### src/rtl/crc_checked_frame_receiver_assert.svh
// Assertion macros used by the frame engine of the frame receiver.
`ifndef CRC_CHECKED_FRAME_RECEIVER_ASSERT_SVH
`define CRC_CHECKED_FRAME_RECEIVER_ASSERT_SVH

// A condition that holds at every clock edge out of reset.
`define CCFR_ASSERT(lbl, cond, msg) \
  lbl: assert property (@(posedge clk_i) disable iff (!rst_ni) (cond)) else $error(msg);

// A condition that implies another in the same cycle.
`define CCFR_IMPLY(lbl, ante, cons, msg) \
  lbl: assert property (@(posedge clk_i) disable iff (!rst_ni) (ante) |-> (cons)) \
    else $error(msg);

// A condition that implies another in the next cycle.
`define CCFR_NEXT(lbl, ante, cons, msg) \
  lbl: assert property (@(posedge clk_i) disable iff (!rst_ni) (ante) |=> (cons)) \
    else $error(msg);

`endif

### src/rtl/crcfr_pkg.sv
// Types, constants and the CRC step function of the frame receiver.
package crcfr_pkg;

  localparam int MaxPayloadDef = 32;
  localparam int MaxFrameDef   = 40;
  localparam int OverLen       = 8;
  localparam int HdrLen        = 6;
  localparam int ResultCap     = 33;
  localparam int QueueDepth    = 4;

  localparam logic [7:0]  StartByte = 8'h5A;
  localparam logic [15:0] CrcInit   = 16'hFFFF;
  localparam logic [15:0] CrcPoly   = 16'h1021;

  typedef enum logic [1:0] {
    KIND_PAYLOAD  = 2'd0,
    KIND_EMPTY    = 2'd1,
    KIND_CRC_ERR  = 2'd2,
    KIND_OVERSIZE = 2'd3
  } kind_e;

  typedef struct packed {
    logic [7:0] data;
    logic       start;
  } rx_item_t;

  typedef struct packed {
    kind_e      kind;
    logic [7:0] frame_type;
    logic [7:0] sequence_res;
    logic [5:0] pay_len;
    logic [4:0] byte_index;
    logic [7:0] payload_byte;
    logic       last;
  } res_t;

  function automatic logic [15:0] crc_byte(input logic [15:0] crc, input logic [7:0] data);
    logic [15:0] c;
    c = crc ^ {data, 8'h00};
    for (int b = 0; b < 8; b++) begin
      c = c[15] ? ((c << 1) ^ CrcPoly) : (c << 1);
    end
    return c;
  endfunction

endpackage

### src/rtl/crcfr_front.sv
// Input stage: takes received bytes, marks start bytes and queues them.
module crcfr_front import crcfr_pkg::*; (
  input  logic       clk_i,
  input  logic       rst_ni,
  input  logic [7:0] s_data_i,
  input  logic       s_valid_i,
  output logic       s_ready_o,
  output rx_item_t   item_o,
  output logic       item_valid_o,
  input  logic       item_ready_i
);

  localparam int QW = $clog2(QueueDepth);

  rx_item_t      q_mem [QueueDepth];
  logic [QW-1:0] wr_q, rd_q;
  logic [QW:0]   cnt_q;
  logic          push, pop;

  assign s_ready_o    = cnt_q < (QW+1)'(QueueDepth);
  assign item_valid_o = cnt_q != '0;
  assign item_o       = q_mem[rd_q];
  assign push         = s_valid_i && s_ready_o;
  assign pop          = item_valid_o && item_ready_i;

  always_ff @(posedge clk_i or negedge rst_ni) begin
    if (!rst_ni) begin
      wr_q  <= '0;
      rd_q  <= '0;
      cnt_q <= '0;
    end else begin
      if (push) wr_q <= wr_q + QW'(1);
      if (pop) rd_q <= rd_q + QW'(1);
      if (push && !pop) cnt_q <= cnt_q + (QW+1)'(1);
      else if (pop && !push) cnt_q <= cnt_q - (QW+1)'(1);
    end
  end

  always_ff @(posedge clk_i) begin
    if (push) begin
      q_mem[wr_q].data  <= s_data_i;
      q_mem[wr_q].start <= s_data_i == StartByte;
    end
  end

endmodule

### src/rtl/crcfr_engine.sv
// Frame engine: buffers frames, checks the CRC, rescans and emits results.
`include "crc_checked_frame_receiver_assert.svh"
module crcfr_engine import crcfr_pkg::*; #(
  parameter int MaxPayload = MaxPayloadDef,
  parameter int MaxFrame   = MaxFrameDef
) (
  input  logic     clk_i,
  input  logic     rst_ni,
  input  rx_item_t in_i,
  input  logic     in_valid_i,
  output logic     in_ready_o,
  output res_t     out_o,
  output logic     out_valid_o,
  input  logic     out_ready_i
);

  localparam int AW  = $clog2(MaxFrame);
  localparam int BW  = $clog2(MaxFrame + 1);
  localparam int SW  = BW + 1;
  localparam int EW  = $clog2(MaxPayload + OverLen + 1);
  localparam int CW  = ((BW > EW) ? BW : EW) + 1;
  localparam int PW  = $clog2(MaxPayload + 1);
  localparam int RCW = $clog2(ResultCap + 1);

  typedef enum logic [8:0] {
    S_IDLE = 9'b0_0000_0001,
    S_CHK  = 9'b0_0000_0010,
    S_CRC  = 9'b0_0000_0100,
    S_CMP  = 9'b0_0000_1000,
    S_PAY  = 9'b0_0001_0000,
    S_SCAN = 9'b0_0010_0000,
    S_HDR  = 9'b0_0100_0000,
    S_HDRD = 9'b0_1000_0000,
    S_FIN  = 9'b1_0000_0000
  } state_e;

  function automatic logic [AW-1:0] phys(input logic [AW-1:0] b, input logic [BW-1:0] i);
    logic [SW-1:0] s;
    s = SW'(b) + SW'(i);
    if (s >= SW'(MaxFrame)) s = s - SW'(MaxFrame);
    return s[AW-1:0];
  endfunction

  state_e         state_q, state_d;
  logic [BW-1:0]  bc_q, bc_d, idx_q, idx_d, bcn, off;
  logic [EW-1:0]  exp_q, exp_d, expn;
  logic [AW-1:0]  base_q, base_d, wr_addr, rd_addr;
  logic [7:0]     type_q, type_d, seq_q, seq_d, lenlo_q, lenlo_d, lenhi_q, lenhi_d;
  logic [7:0]     rxlo_q, rxlo_d, rxhi_q, rxhi_d, rdata_q, wr_data;
  logic [15:0]    crc_q, crc_d, slen;
  logic [PW-1:0]  cnt_q, cnt_d;
  logic [RCW-1:0] rcnt_q, rcnt_d, rbase;
  logic           ph_q, ph_d, prev_q, prev_d, rescan_q, rescan_d;
  logic           pend_vld_q, pend_vld_d, out_vld_q, out_vld_d;
  res_t           pend_q, pend_d, out_q, out_d, prod_res;
  logic           wr_en, take, prod_req, prod_ok, out_free, load, mv_mid, fin_mv;
  logic [CW-1:0]  exp_c, bc_c, idx_c, lenw_c;
  logic [7:0]     mem_q [MaxFrame];

  assign exp_c    = CW'(exp_q);
  assign bc_c     = CW'(bc_q);
  assign idx_c    = CW'(idx_q);
  assign lenw_c   = exp_c - CW'(OverLen);
  assign out_free = !out_vld_q || out_ready_i;
  assign prod_ok  = !pend_vld_q || out_free;
  assign rd_addr  = phys(base_q, idx_q);
  assign out_o       = out_q;
  assign out_valid_o = out_vld_q;

  always_comb begin
    state_d  = state_q;
    bc_d     = bc_q;
    exp_d    = exp_q;
    base_d   = base_q;
    idx_d    = idx_q;
    type_d   = type_q;
    seq_d    = seq_q;
    lenlo_d  = lenlo_q;
    lenhi_d  = lenhi_q;
    rxlo_d   = rxlo_q;
    rxhi_d   = rxhi_q;
    crc_d    = crc_q;
    cnt_d    = cnt_q;
    ph_d     = ph_q;
    prev_d   = prev_q;
    rescan_d = rescan_q;
    wr_en    = 1'b0;
    wr_addr  = phys(base_q, bc_q);
    wr_data  = in_i.data;
    prod_req = 1'b0;
    bcn      = bc_q + BW'(1);
    off      = idx_q - BW'(1);
    expn     = exp_q;
    slen     = {lenhi_q, lenlo_q};
    prod_res.kind         = KIND_PAYLOAD;
    prod_res.frame_type   = type_q;
    prod_res.sequence_res = seq_q;
    prod_res.pay_len      = 6'd0;
    prod_res.byte_index   = 5'd0;
    prod_res.payload_byte = 8'd0;
    prod_res.last         = 1'b0;
    in_ready_o = (state_q == S_IDLE) && prod_ok;
    take       = in_ready_o && in_valid_i;

    case (state_q)
      S_IDLE: begin
        if (take) begin
          if (bc_q == '0) begin
            if (in_i.start) begin
              wr_en = 1'b1;
              bc_d  = BW'(1);
            end
          end else if (bc_q == BW'(1)) begin
            if (in_i.start) begin
              wr_en = 1'b1;
              bc_d  = BW'(2);
            end else begin
              bc_d = '0;
            end
          end else if (bc_q >= BW'(MaxFrame)) begin
            bc_d  = '0;
            exp_d = '0;
          end else begin
            wr_en = 1'b1;
            if (bc_q == BW'(2)) type_d = in_i.data;
            if (bc_q == BW'(3)) seq_d = in_i.data;
            if (bc_q == BW'(4)) lenlo_d = in_i.data;
            if (bc_q == BW'(5)) lenhi_d = in_i.data;
            slen = {in_i.data, lenlo_q};
            if (bcn == BW'(HdrLen) && slen > 16'(MaxPayload)) begin
              prod_req = 1'b1;
              prod_res.kind = KIND_OVERSIZE;
              bc_d    = '0;
              exp_d   = '0;
              state_d = S_FIN;
            end else begin
              if (bcn == BW'(HdrLen)) expn = EW'(slen) + EW'(OverLen);
              if (expn != '0 && CW'(bcn) == CW'(expn)) begin
                bc_d     = bcn;
                exp_d    = expn;
                rescan_d = 1'b0;
                state_d  = S_CHK;
              end else if (bcn >= BW'(MaxFrame)) begin
                bc_d  = '0;
                exp_d = '0;
              end else begin
                bc_d  = bcn;
                exp_d = expn;
              end
            end
          end
        end
      end
      S_CHK: begin
        ph_d = 1'b0;
        if (exp_c > CW'(MaxFrame)) begin
          idx_d   = BW'(1);
          prev_d  = 1'b0;
          state_d = rescan_q ? S_FIN : S_SCAN;
        end else begin
          crc_d   = CrcInit;
          idx_d   = BW'(2);
          state_d = S_CRC;
        end
      end
      S_CRC: begin
        if (!ph_q) begin
          ph_d = 1'b1;
        end else begin
          ph_d  = 1'b0;
          idx_d = idx_q + BW'(1);
          if (idx_c < exp_c - CW'(2)) begin
            crc_d = crc_byte(crc_q, rdata_q);
          end else if (idx_c == exp_c - CW'(2)) begin
            rxlo_d = rdata_q;
          end else begin
            rxhi_d  = rdata_q;
            state_d = S_CMP;
          end
        end
      end
      S_CMP: begin
        if ({rxhi_q, rxlo_q} != crc_q) begin
          prod_req = 1'b1;
          prod_res.kind    = KIND_CRC_ERR;
          prod_res.pay_len = lenw_c[5:0];
          if (prod_ok) begin
            idx_d   = BW'(1);
            ph_d    = 1'b0;
            prev_d  = 1'b0;
            state_d = rescan_q ? S_FIN : S_SCAN;
          end
        end else if (lenw_c == '0) begin
          prod_req = 1'b1;
          prod_res.kind = KIND_EMPTY;
          if (prod_ok) begin
            bc_d    = '0;
            exp_d   = '0;
            state_d = S_FIN;
          end
        end else begin
          idx_d   = BW'(HdrLen);
          cnt_d   = '0;
          ph_d    = 1'b0;
          state_d = S_PAY;
        end
      end
      S_PAY: begin
        if (!ph_q) begin
          ph_d = 1'b1;
        end else begin
          prod_req = 1'b1;
          prod_res.kind         = KIND_PAYLOAD;
          prod_res.pay_len      = lenw_c[5:0];
          prod_res.byte_index   = 5'(cnt_q);
          prod_res.payload_byte = rdata_q;
          if (prod_ok) begin
            ph_d  = 1'b0;
            idx_d = idx_q + BW'(1);
            cnt_d = cnt_q + PW'(1);
            if (CW'(cnt_q) + CW'(1) == lenw_c) begin
              bc_d    = '0;
              exp_d   = '0;
              state_d = S_FIN;
            end
          end
        end
      end
      S_SCAN: begin
        if (!ph_q) begin
          ph_d = 1'b1;
        end else begin
          ph_d = 1'b0;
          if (idx_q >= BW'(2) && prev_q && rdata_q == StartByte) begin
            base_d  = phys(base_q, off);
            bc_d    = bc_q - off;
            exp_d   = '0;
            idx_d   = BW'(2);
            state_d = S_HDR;
          end else begin
            prev_d = rdata_q == StartByte;
            if (idx_q + BW'(1) >= bc_q) begin
              bc_d    = '0;
              exp_d   = '0;
              state_d = S_FIN;
            end else begin
              idx_d = idx_q + BW'(1);
            end
          end
        end
      end
      S_HDR: begin
        if (!ph_q) begin
          ph_d = 1'b1;
        end else begin
          ph_d = 1'b0;
          if (idx_q == BW'(2)) type_d = rdata_q;
          if (idx_q == BW'(3)) seq_d = rdata_q;
          if (idx_q == BW'(4)) lenlo_d = rdata_q;
          if (idx_q == BW'(5)) begin
            lenhi_d = rdata_q;
            state_d = S_HDRD;
          end else begin
            idx_d = idx_q + BW'(1);
          end
        end
      end
      S_HDRD: begin
        if (bc_q >= BW'(HdrLen)) begin
          if (slen > 16'(MaxPayload)) begin
            prod_req = 1'b1;
            prod_res.kind = KIND_OVERSIZE;
            if (prod_ok) begin
              bc_d    = '0;
              state_d = S_FIN;
            end
          end else begin
            expn  = EW'(slen) + EW'(OverLen);
            exp_d = expn;
            if (bc_c == CW'(expn)) begin
              rescan_d = 1'b1;
              state_d  = S_CHK;
            end else begin
              state_d = S_FIN;
            end
          end
        end else begin
          state_d = S_FIN;
        end
      end
      S_FIN: begin
        if (!pend_vld_q || out_free) state_d = S_IDLE;
      end
      default: state_d = S_IDLE;
    endcase
  end

  always_comb begin
    rbase      = take ? '0 : rcnt_q;
    load       = prod_req && prod_ok && (rbase < RCW'(ResultCap));
    rcnt_d     = load ? rbase + RCW'(1) : rbase;
    mv_mid     = load && pend_vld_q;
    fin_mv     = (state_q == S_FIN) && pend_vld_q && out_free;
    pend_vld_d = pend_vld_q;
    pend_d     = pend_q;
    out_vld_d  = out_vld_q;
    out_d      = out_q;
    if (load) begin
      pend_vld_d = 1'b1;
      pend_d     = prod_res;
    end else if (fin_mv) begin
      pend_vld_d = 1'b0;
    end
    if (mv_mid || fin_mv) begin
      out_vld_d  = 1'b1;
      out_d      = pend_q;
      out_d.last = fin_mv;
    end else if (out_ready_i) begin
      out_vld_d = 1'b0;
    end
  end

  always_ff @(posedge clk_i or negedge rst_ni) begin
    if (!rst_ni) begin
      state_q    <= S_IDLE;
      bc_q       <= '0;
      exp_q      <= '0;
      base_q     <= '0;
      ph_q       <= 1'b0;
      prev_q     <= 1'b0;
      rescan_q   <= 1'b0;
      rcnt_q     <= '0;
      pend_vld_q <= 1'b0;
      out_vld_q  <= 1'b0;
    end else begin
      state_q    <= state_d;
      bc_q       <= bc_d;
      exp_q      <= exp_d;
      base_q     <= base_d;
      ph_q       <= ph_d;
      prev_q     <= prev_d;
      rescan_q   <= rescan_d;
      rcnt_q     <= rcnt_d;
      pend_vld_q <= pend_vld_d;
      out_vld_q  <= out_vld_d;
    end
  end

  always_ff @(posedge clk_i) begin
    idx_q   <= idx_d;
    type_q  <= type_d;
    seq_q   <= seq_d;
    lenlo_q <= lenlo_d;
    lenhi_q <= lenhi_d;
    rxlo_q  <= rxlo_d;
    rxhi_q  <= rxhi_d;
    crc_q   <= crc_d;
    cnt_q   <= cnt_d;
    pend_q  <= pend_d;
    out_q   <= out_d;
  end

  always_ff @(posedge clk_i) begin
    if (wr_en) mem_q[wr_addr] <= wr_data;
    rdata_q <= mem_q[rd_addr];
  end

  `CCFR_ASSERT(a_bc_range, bc_q <= BW'(MaxFrame), "byte count beyond buffer depth")
  `CCFR_ASSERT(a_base_range, SW'(base_q) < SW'(MaxFrame), "buffer base out of range")
  `CCFR_IMPLY(a_idle_no_pend, state_q == S_IDLE, !pend_vld_q, "result held while idle")
  `CCFR_IMPLY(a_pay_bound, state_q == S_PAY, CW'(cnt_q) < lenw_c, "payload index past length")
  `CCFR_NEXT(a_fin_idle, state_q == S_FIN && !pend_vld_q, state_q == S_IDLE, "finish stuck")

endmodule

### src/rtl/crc_checked_frame_receiver.sv
// Top level of the CRC-checked frame receiver.
//
//  Channel  Direction  tdata (low bit up)                               tuser  tlast
//  s_axis   in         rx_byte[7:0]                                     -      -
//  m_axis   out        frame_type, sequence_res, pay_len,              kind   last
//                      byte_index, payload_byte, zero fill
//
// A byte that completes neither a frame nor an oversize header leaves the frame engine idle.
// A complete frame takes a CRC pass over the buffered bytes and a pass that emits
// the payload bytes, all through the single read port of the frame buffer; a CRC
// failure adds a rescan for a later pair of start bytes and, where one is found, a
// header reload and possibly another CRC pass. No clearing pass follows reset.
// A four-item input queue keeps accepting bytes while the engine is busy, until it is full.
module crc_checked_frame_receiver import crcfr_pkg::*; #(
  parameter int MaxPayload = MaxPayloadDef,
  parameter int MaxFrame   = MaxFrameDef
) (
  input  logic        clk_i,
  input  logic        rst_ni,
  input  logic        s_axis_tvalid,
  output logic        s_axis_tready,
  input  logic [7:0]  s_axis_tdata,   // rx_byte
  output logic        m_axis_tvalid,
  input  logic        m_axis_tready,
  output logic [39:0] m_axis_tdata,   // frame_type, sequence_res, pay_len,
                                      // byte_index, payload_byte, zero fill
  output logic [1:0]  m_axis_tuser,   // kind
  output logic        m_axis_tlast
);

  rx_item_t item;
  logic     item_valid, item_ready;
  res_t     res;

  crcfr_front u_front (
    .clk_i        (clk_i),
    .rst_ni       (rst_ni),
    .s_data_i     (s_axis_tdata),
    .s_valid_i    (s_axis_tvalid),
    .s_ready_o    (s_axis_tready),
    .item_o       (item),
    .item_valid_o (item_valid),
    .item_ready_i (item_ready)
  );

  crcfr_engine #(
    .MaxPayload (MaxPayload),
    .MaxFrame   (MaxFrame)
  ) u_engine (
    .clk_i       (clk_i),
    .rst_ni      (rst_ni),
    .in_i        (item),
    .in_valid_i  (item_valid),
    .in_ready_o  (item_ready),
    .out_o       (res),
    .out_valid_o (m_axis_tvalid),
    .out_ready_i (m_axis_tready)
  );

  assign m_axis_tdata = {5'b0, res.payload_byte, res.byte_index, res.pay_len,
                         res.sequence_res, res.frame_type};
  assign m_axis_tuser = res.kind;
  assign m_axis_tlast = res.last;

endmodule
### config.mk
export PLATFORM = sky130hd
export DESIGN_NAME = crc_checked_frame_receiver
export DESIGN_NICKNAME = d
export VERILOG_FILES = /design/src/rtl/crcfr_pkg.sv /design/src/rtl/crcfr_front.sv /design/src/rtl/crcfr_engine.sv /design/src/rtl/crc_checked_frame_receiver.sv
export VERILOG_INCLUDE_DIRS = /design/src /design/src/rtl
export SDC_FILE = /design/constraint.sdc
export NUM_CORES = 1
export LEC_CHECK = 0
export ABC_AREA = 1
export BUFFER_PORTS_ARGS = -buffer_cell sky130_fd_sc_hd__buf_2
export CORE_MARGIN = 2
export CORE_UTILIZATION = 63
export DETAILED_ROUTE_END_ITERATION = 16
export GPL_TIMING_DRIVEN = 0
export PLACE_DENSITY = 0.79
export SYNTH_ARGS = -nofsm -noshare
export SYNTH_HDL_FRONTEND = slang
export SYNTH_SLANG_ARGS = --single-unit
### constraint.sdc
create_clock -name clk_i -period 6.14 [get_ports clk_i]
set_input_delay 1.228 -clock clk_i [delete_from_list [all_inputs] [get_ports clk_i]]
set_output_delay 1.228 -clock clk_i [all_outputs]
set_load 0.005 [all_outputs]
==> impl_metrics.csv <==
group,metric,value,unit
floorplan,dieArea,0.0420,mm2
clock_network,cts_setup_buffers,0,
setup_path,startpoint_type,"register",
clock_network,cts_buffers,55,
run,maxCapViolCount,0,
setup_path,critPathMaxStageDelay,680,ps
synthesis,synthMuxAreaShare,0.00290,
synthesis,synth.distinct_cells,66,
route,post_drt_wl_per_cell,23.2,um
final_layout,area_growth,11.8,%
synthesis,async_flop_share,0.0804,
timing,min_period,4860,ps
floorplan,initial_core_util,0.639,
setup_path,cp_cell_sequence,"buf_2, inv_1, buf_2, nand2_1, nand3_1, nand2_1, inv_1, nor3_1, nand2_1, nand2_1, inv_1, nand3b_1, nand4_1, nand2_2, inv_2, nand2_1, nand2_1, buf_16",
final_layout,fill_cells,2707,
pwr,p_int,8.71,mW
synthesis,syn-cell-area,0.0255,mm2
setup_path,cp_slowest_cell,"inv_1",
clock_network,cts_tree,"yes",
final_layout,regArea,0.0165,mm2
setup_path,critPathRequiredTime,6440,ps
placed_design,dp_cells,2847,
clock_network,ctsHoldBuffers,0,
floorplan,num_rows,73,
placed_design,io_buffers,51,
route,highest_layer,"met4",
pwr,pwr-share-clk,0.224,
pwr,p_comb_frac,0.399,
route,drtPass1Iterations,8,
timing,maxSlewHeadroom,0.0627,
clock_network,clk_latency,630,ps
synthesis,synth_cells,2259,
clock_network,clock-sinks,560,
synthesis,synth_ff_type,"edfxtp_1",
pwr,ir_worst_vdd,0.348,mV
synthesis,synth_compound_area_frac,0.0917,
floorplan,io_pins,57,
final_layout,layout-drive-gt1-share,0.109,
timing,setup-violations-final,0,
route,wl_met2,33000,um
clock_network,cts.repair.resized,0,
synthesis,synth_seq_cells,560,
synthesis,syn_avg_cell_area,11.3,um2
route,drc,0,
global_route,overflow,0,
timing,worst_pin_slew,1400,ps
route,m1WireLength,24900,um
timing,drv_slew,0,
placed_design,place_area,0.0265,mm2
setup_path,crit_top_cell,"nand2_1",
clock_network,clk_pin_slew,60,ps
global_route,grt_max_degree,46,
global_route,antenna_found_initial,0,
floorplan,core-area,0.0398,mm2
pwr,power_density,518,mW/mm2
floorplan,die-width,205,um
final_layout,n_antenna_cell,0,
clock_network,cts_root_buffer,"clkbuf_16",
clock_network,cts_buffer_depth,3,
worst_hold_path,min_path_type,"reg -> reg",
global_route,grt_pass1_vias,18062,
final_layout,fin_area,0.0285,mm2
setup_path,worstSetupEndpointType,"register",
synthesis,synth_top_family_by_area,"simple AND/OR/NAND/NOR gates",
timing,finalHoldViolCount,0,
route,finalWirelength,68500,um
final_layout,final_nets,2462,
outcome,outcome,"complete, no violations",
global_route,grtUsageTotal,0.332,
timing,finalCritPeriodShare,0.791,
synthesis,ys_seq_area_frac,0.648,
placed_design,dpl.hpwl,47100,um
route,routed-wl-met3,6760,um
timing,rsz0062_at_grt,"no",
setup_path,critical_path_class,"reg -> reg",
pwr,switching_power,6.02,mW
synthesis,synth_enable_flop_cells,507,
pwr,seqPwrFrac,0.377,
synthesis,synth-xor-area-share,0.0276,
clock_network,htree_levels,2,
placed_design,globalplace.congestion,0.979,
route,ant_nets,0,
synthesis,synthAdderAreaFrac,0.0334,
synthesis,yosys.area_share.simple,0.153,
route,vias,18382,
synthesis,yosys_warnings,0,
final_layout,layout.cells.non_filler,2956,
pwr,swShare,0.409,
global_route,grt_first_pass_wirelength,103000,um
floorplan,die_y,205,um
final_layout,multi_input_area,0.00796,mm2
route,drt_iter0_markers,2090,
pwr,leakage,10.6,nW
timing,clock_skew,33.9,ps
setup_path,arrival,5160,ps
route,vias_per_cell,6.22,
setup_path,crit_fanout,43,
timing,fmax,206,MHz
pwr,finalPower,14.7,mW
==> metal layers <==
metal	vias to the layer above	global-route usage
met3	243	0.0592
met4	0	0.181
met5	-	0
met2	1111	0.550
li1	8249	-
met1	8779	0.418
==> per-stage QoR <==
stage	TNS, ps	utilization	worst slack (ps)	hold slack [ps]
after detailed placement	0	0.667	994	405
after global placement	-7130	0.663	-446	401
after CTS	0	0.711	955	404
after floorplan	0	-	1330	400
final	0	0.715	1280	402
after global routing	0	0.715	959	415
==> worst max-delay path: cells and delay by family (launching register included) <==
kind          cells  cell delay [ps]
simple gates     11             1920
flops             1              350
buf+inv           7             2260
==> cells by family after synthesis <==
kind of cell,after synthesis
other,1
flip-flops,560
buffers and inverters,270
AND/OR/NAND/NOR,889
adder cells (fa/ha/maj),65
XOR/XNOR,73
AO/OA/AOI/OAI,394
multiplexers,7
==> power groups by stage <==
stage / combinational (mW) / clock [mW] / sequential [mW]
floorplan: 3.62 / 0 / 5.47
global placement: 5.24 / 0 / 5.62
global route: 6.34 / 3.47 / 5.58
detailed placement: 5.54 / 0 / 5.63
CTS: 5.59 / 3.32 / 5.55
finish: 5.88 / 3.30 / 5.55
==> area by class of cell <==
type | count | area share
inverters | 181 | 0.0239
plain buffers | 89 | 0.0145
repair buffers | 65 | 0.0168
well taps | 525 | 0.0231
multi-input cells | 1433 | 0.280
clock buffers | 70 | 0.0507
clock inverters | 33 | 0.0113
flip-flops and latches | 560 | 0.580
==> cell usage in the layout, fill, tap and decap left out, types with 12 or more instances in the layout <==
cell type,Yosys,layout
inv_1,169,167
buf_4,9,13
dfrtp_1,44,44
a31oi_1,17,17
nor3_2,2,12
a21oi_1,63,63
clkbuf_16,0,55
edfxtp_1,507,507
xor2_1,33,33
nand3_1,126,126
nand2_1,340,340
buf_2,12,65
clkbuf_1,62,76
o21ai_0,191,191
ha_1,60,60
xnor2_1,36,36
o221ai_1,30,30
o22ai_1,36,36
nor3_1,52,42
nand4_1,15,15
nor2_1,285,285
clkinv_1,2,12
==> flip-flops by register name (all words and copies together) (netlist names), 8 cells and up <==
signal            count
u_engine.crc_q       16
u_engine.lenhi_q      8
u_engine.lenlo_q      8
u_engine.mem_q      320
u_engine.out_o       38
u_engine.pend_q      37
u_engine.rdata_q      8
u_engine.rxhi_q       8
u_engine.rxlo_q       8
u_engine.seq_q        8
u_engine.state_q      9
u_engine.type_q       8
u_front.q_mem        36
==> final timing paths <==
check	start	end	slack, ps	cells after the start
min in group asynchronous	rst_ni	u_engine.prev_q	880	1
worst max register to register	u_front.rd_q[0]	u_engine.out_o[3]	1280	18
worst min register to register	u_engine.pend_q[28]	u_engine.out_o[28]	400	0
max in group asynchronous	rst_ni	u_front.wr_q[0]	4480	1
worst min-delay path	u_engine.pend_q[28]	u_engine.out_o[28]	400	0
worst max-delay path	u_front.rd_q[0]	u_engine.out_o[3]	1280	18
==> Yosys cell counts, types with 12 or more instances <==
| library cell | number | area [um2] |
|---|---|---|
| edfxtp_1 | 507 | 15200 |
| nand2_1 | 340 | 1280 |
| nor2_1 | 285 | 1070 |
| o21ai_0 | 191 | 956 |
| inv_1 | 169 | 634 |
| nand3_1 | 126 | 631 |
| a21oi_1 | 63 | 315 |
| clkbuf_1 | 62 | 233 |
| ha_1 | 60 | 751 |
| nor3_1 | 52 | 260 |
| dfrtp_1 | 44 | 1100 |
| o22ai_1 | 36 | 225 |
| xnor2_1 | 36 | 315 |
| xor2_1 | 33 | 289 |
| o221ai_1 | 30 | 263 |
| a31oi_1 | 17 | 106 |
| nand4_1 | 15 | 93.8 |
| buf_2 | 12 | 60.1 |
Power figures use the tool's default switching activity.
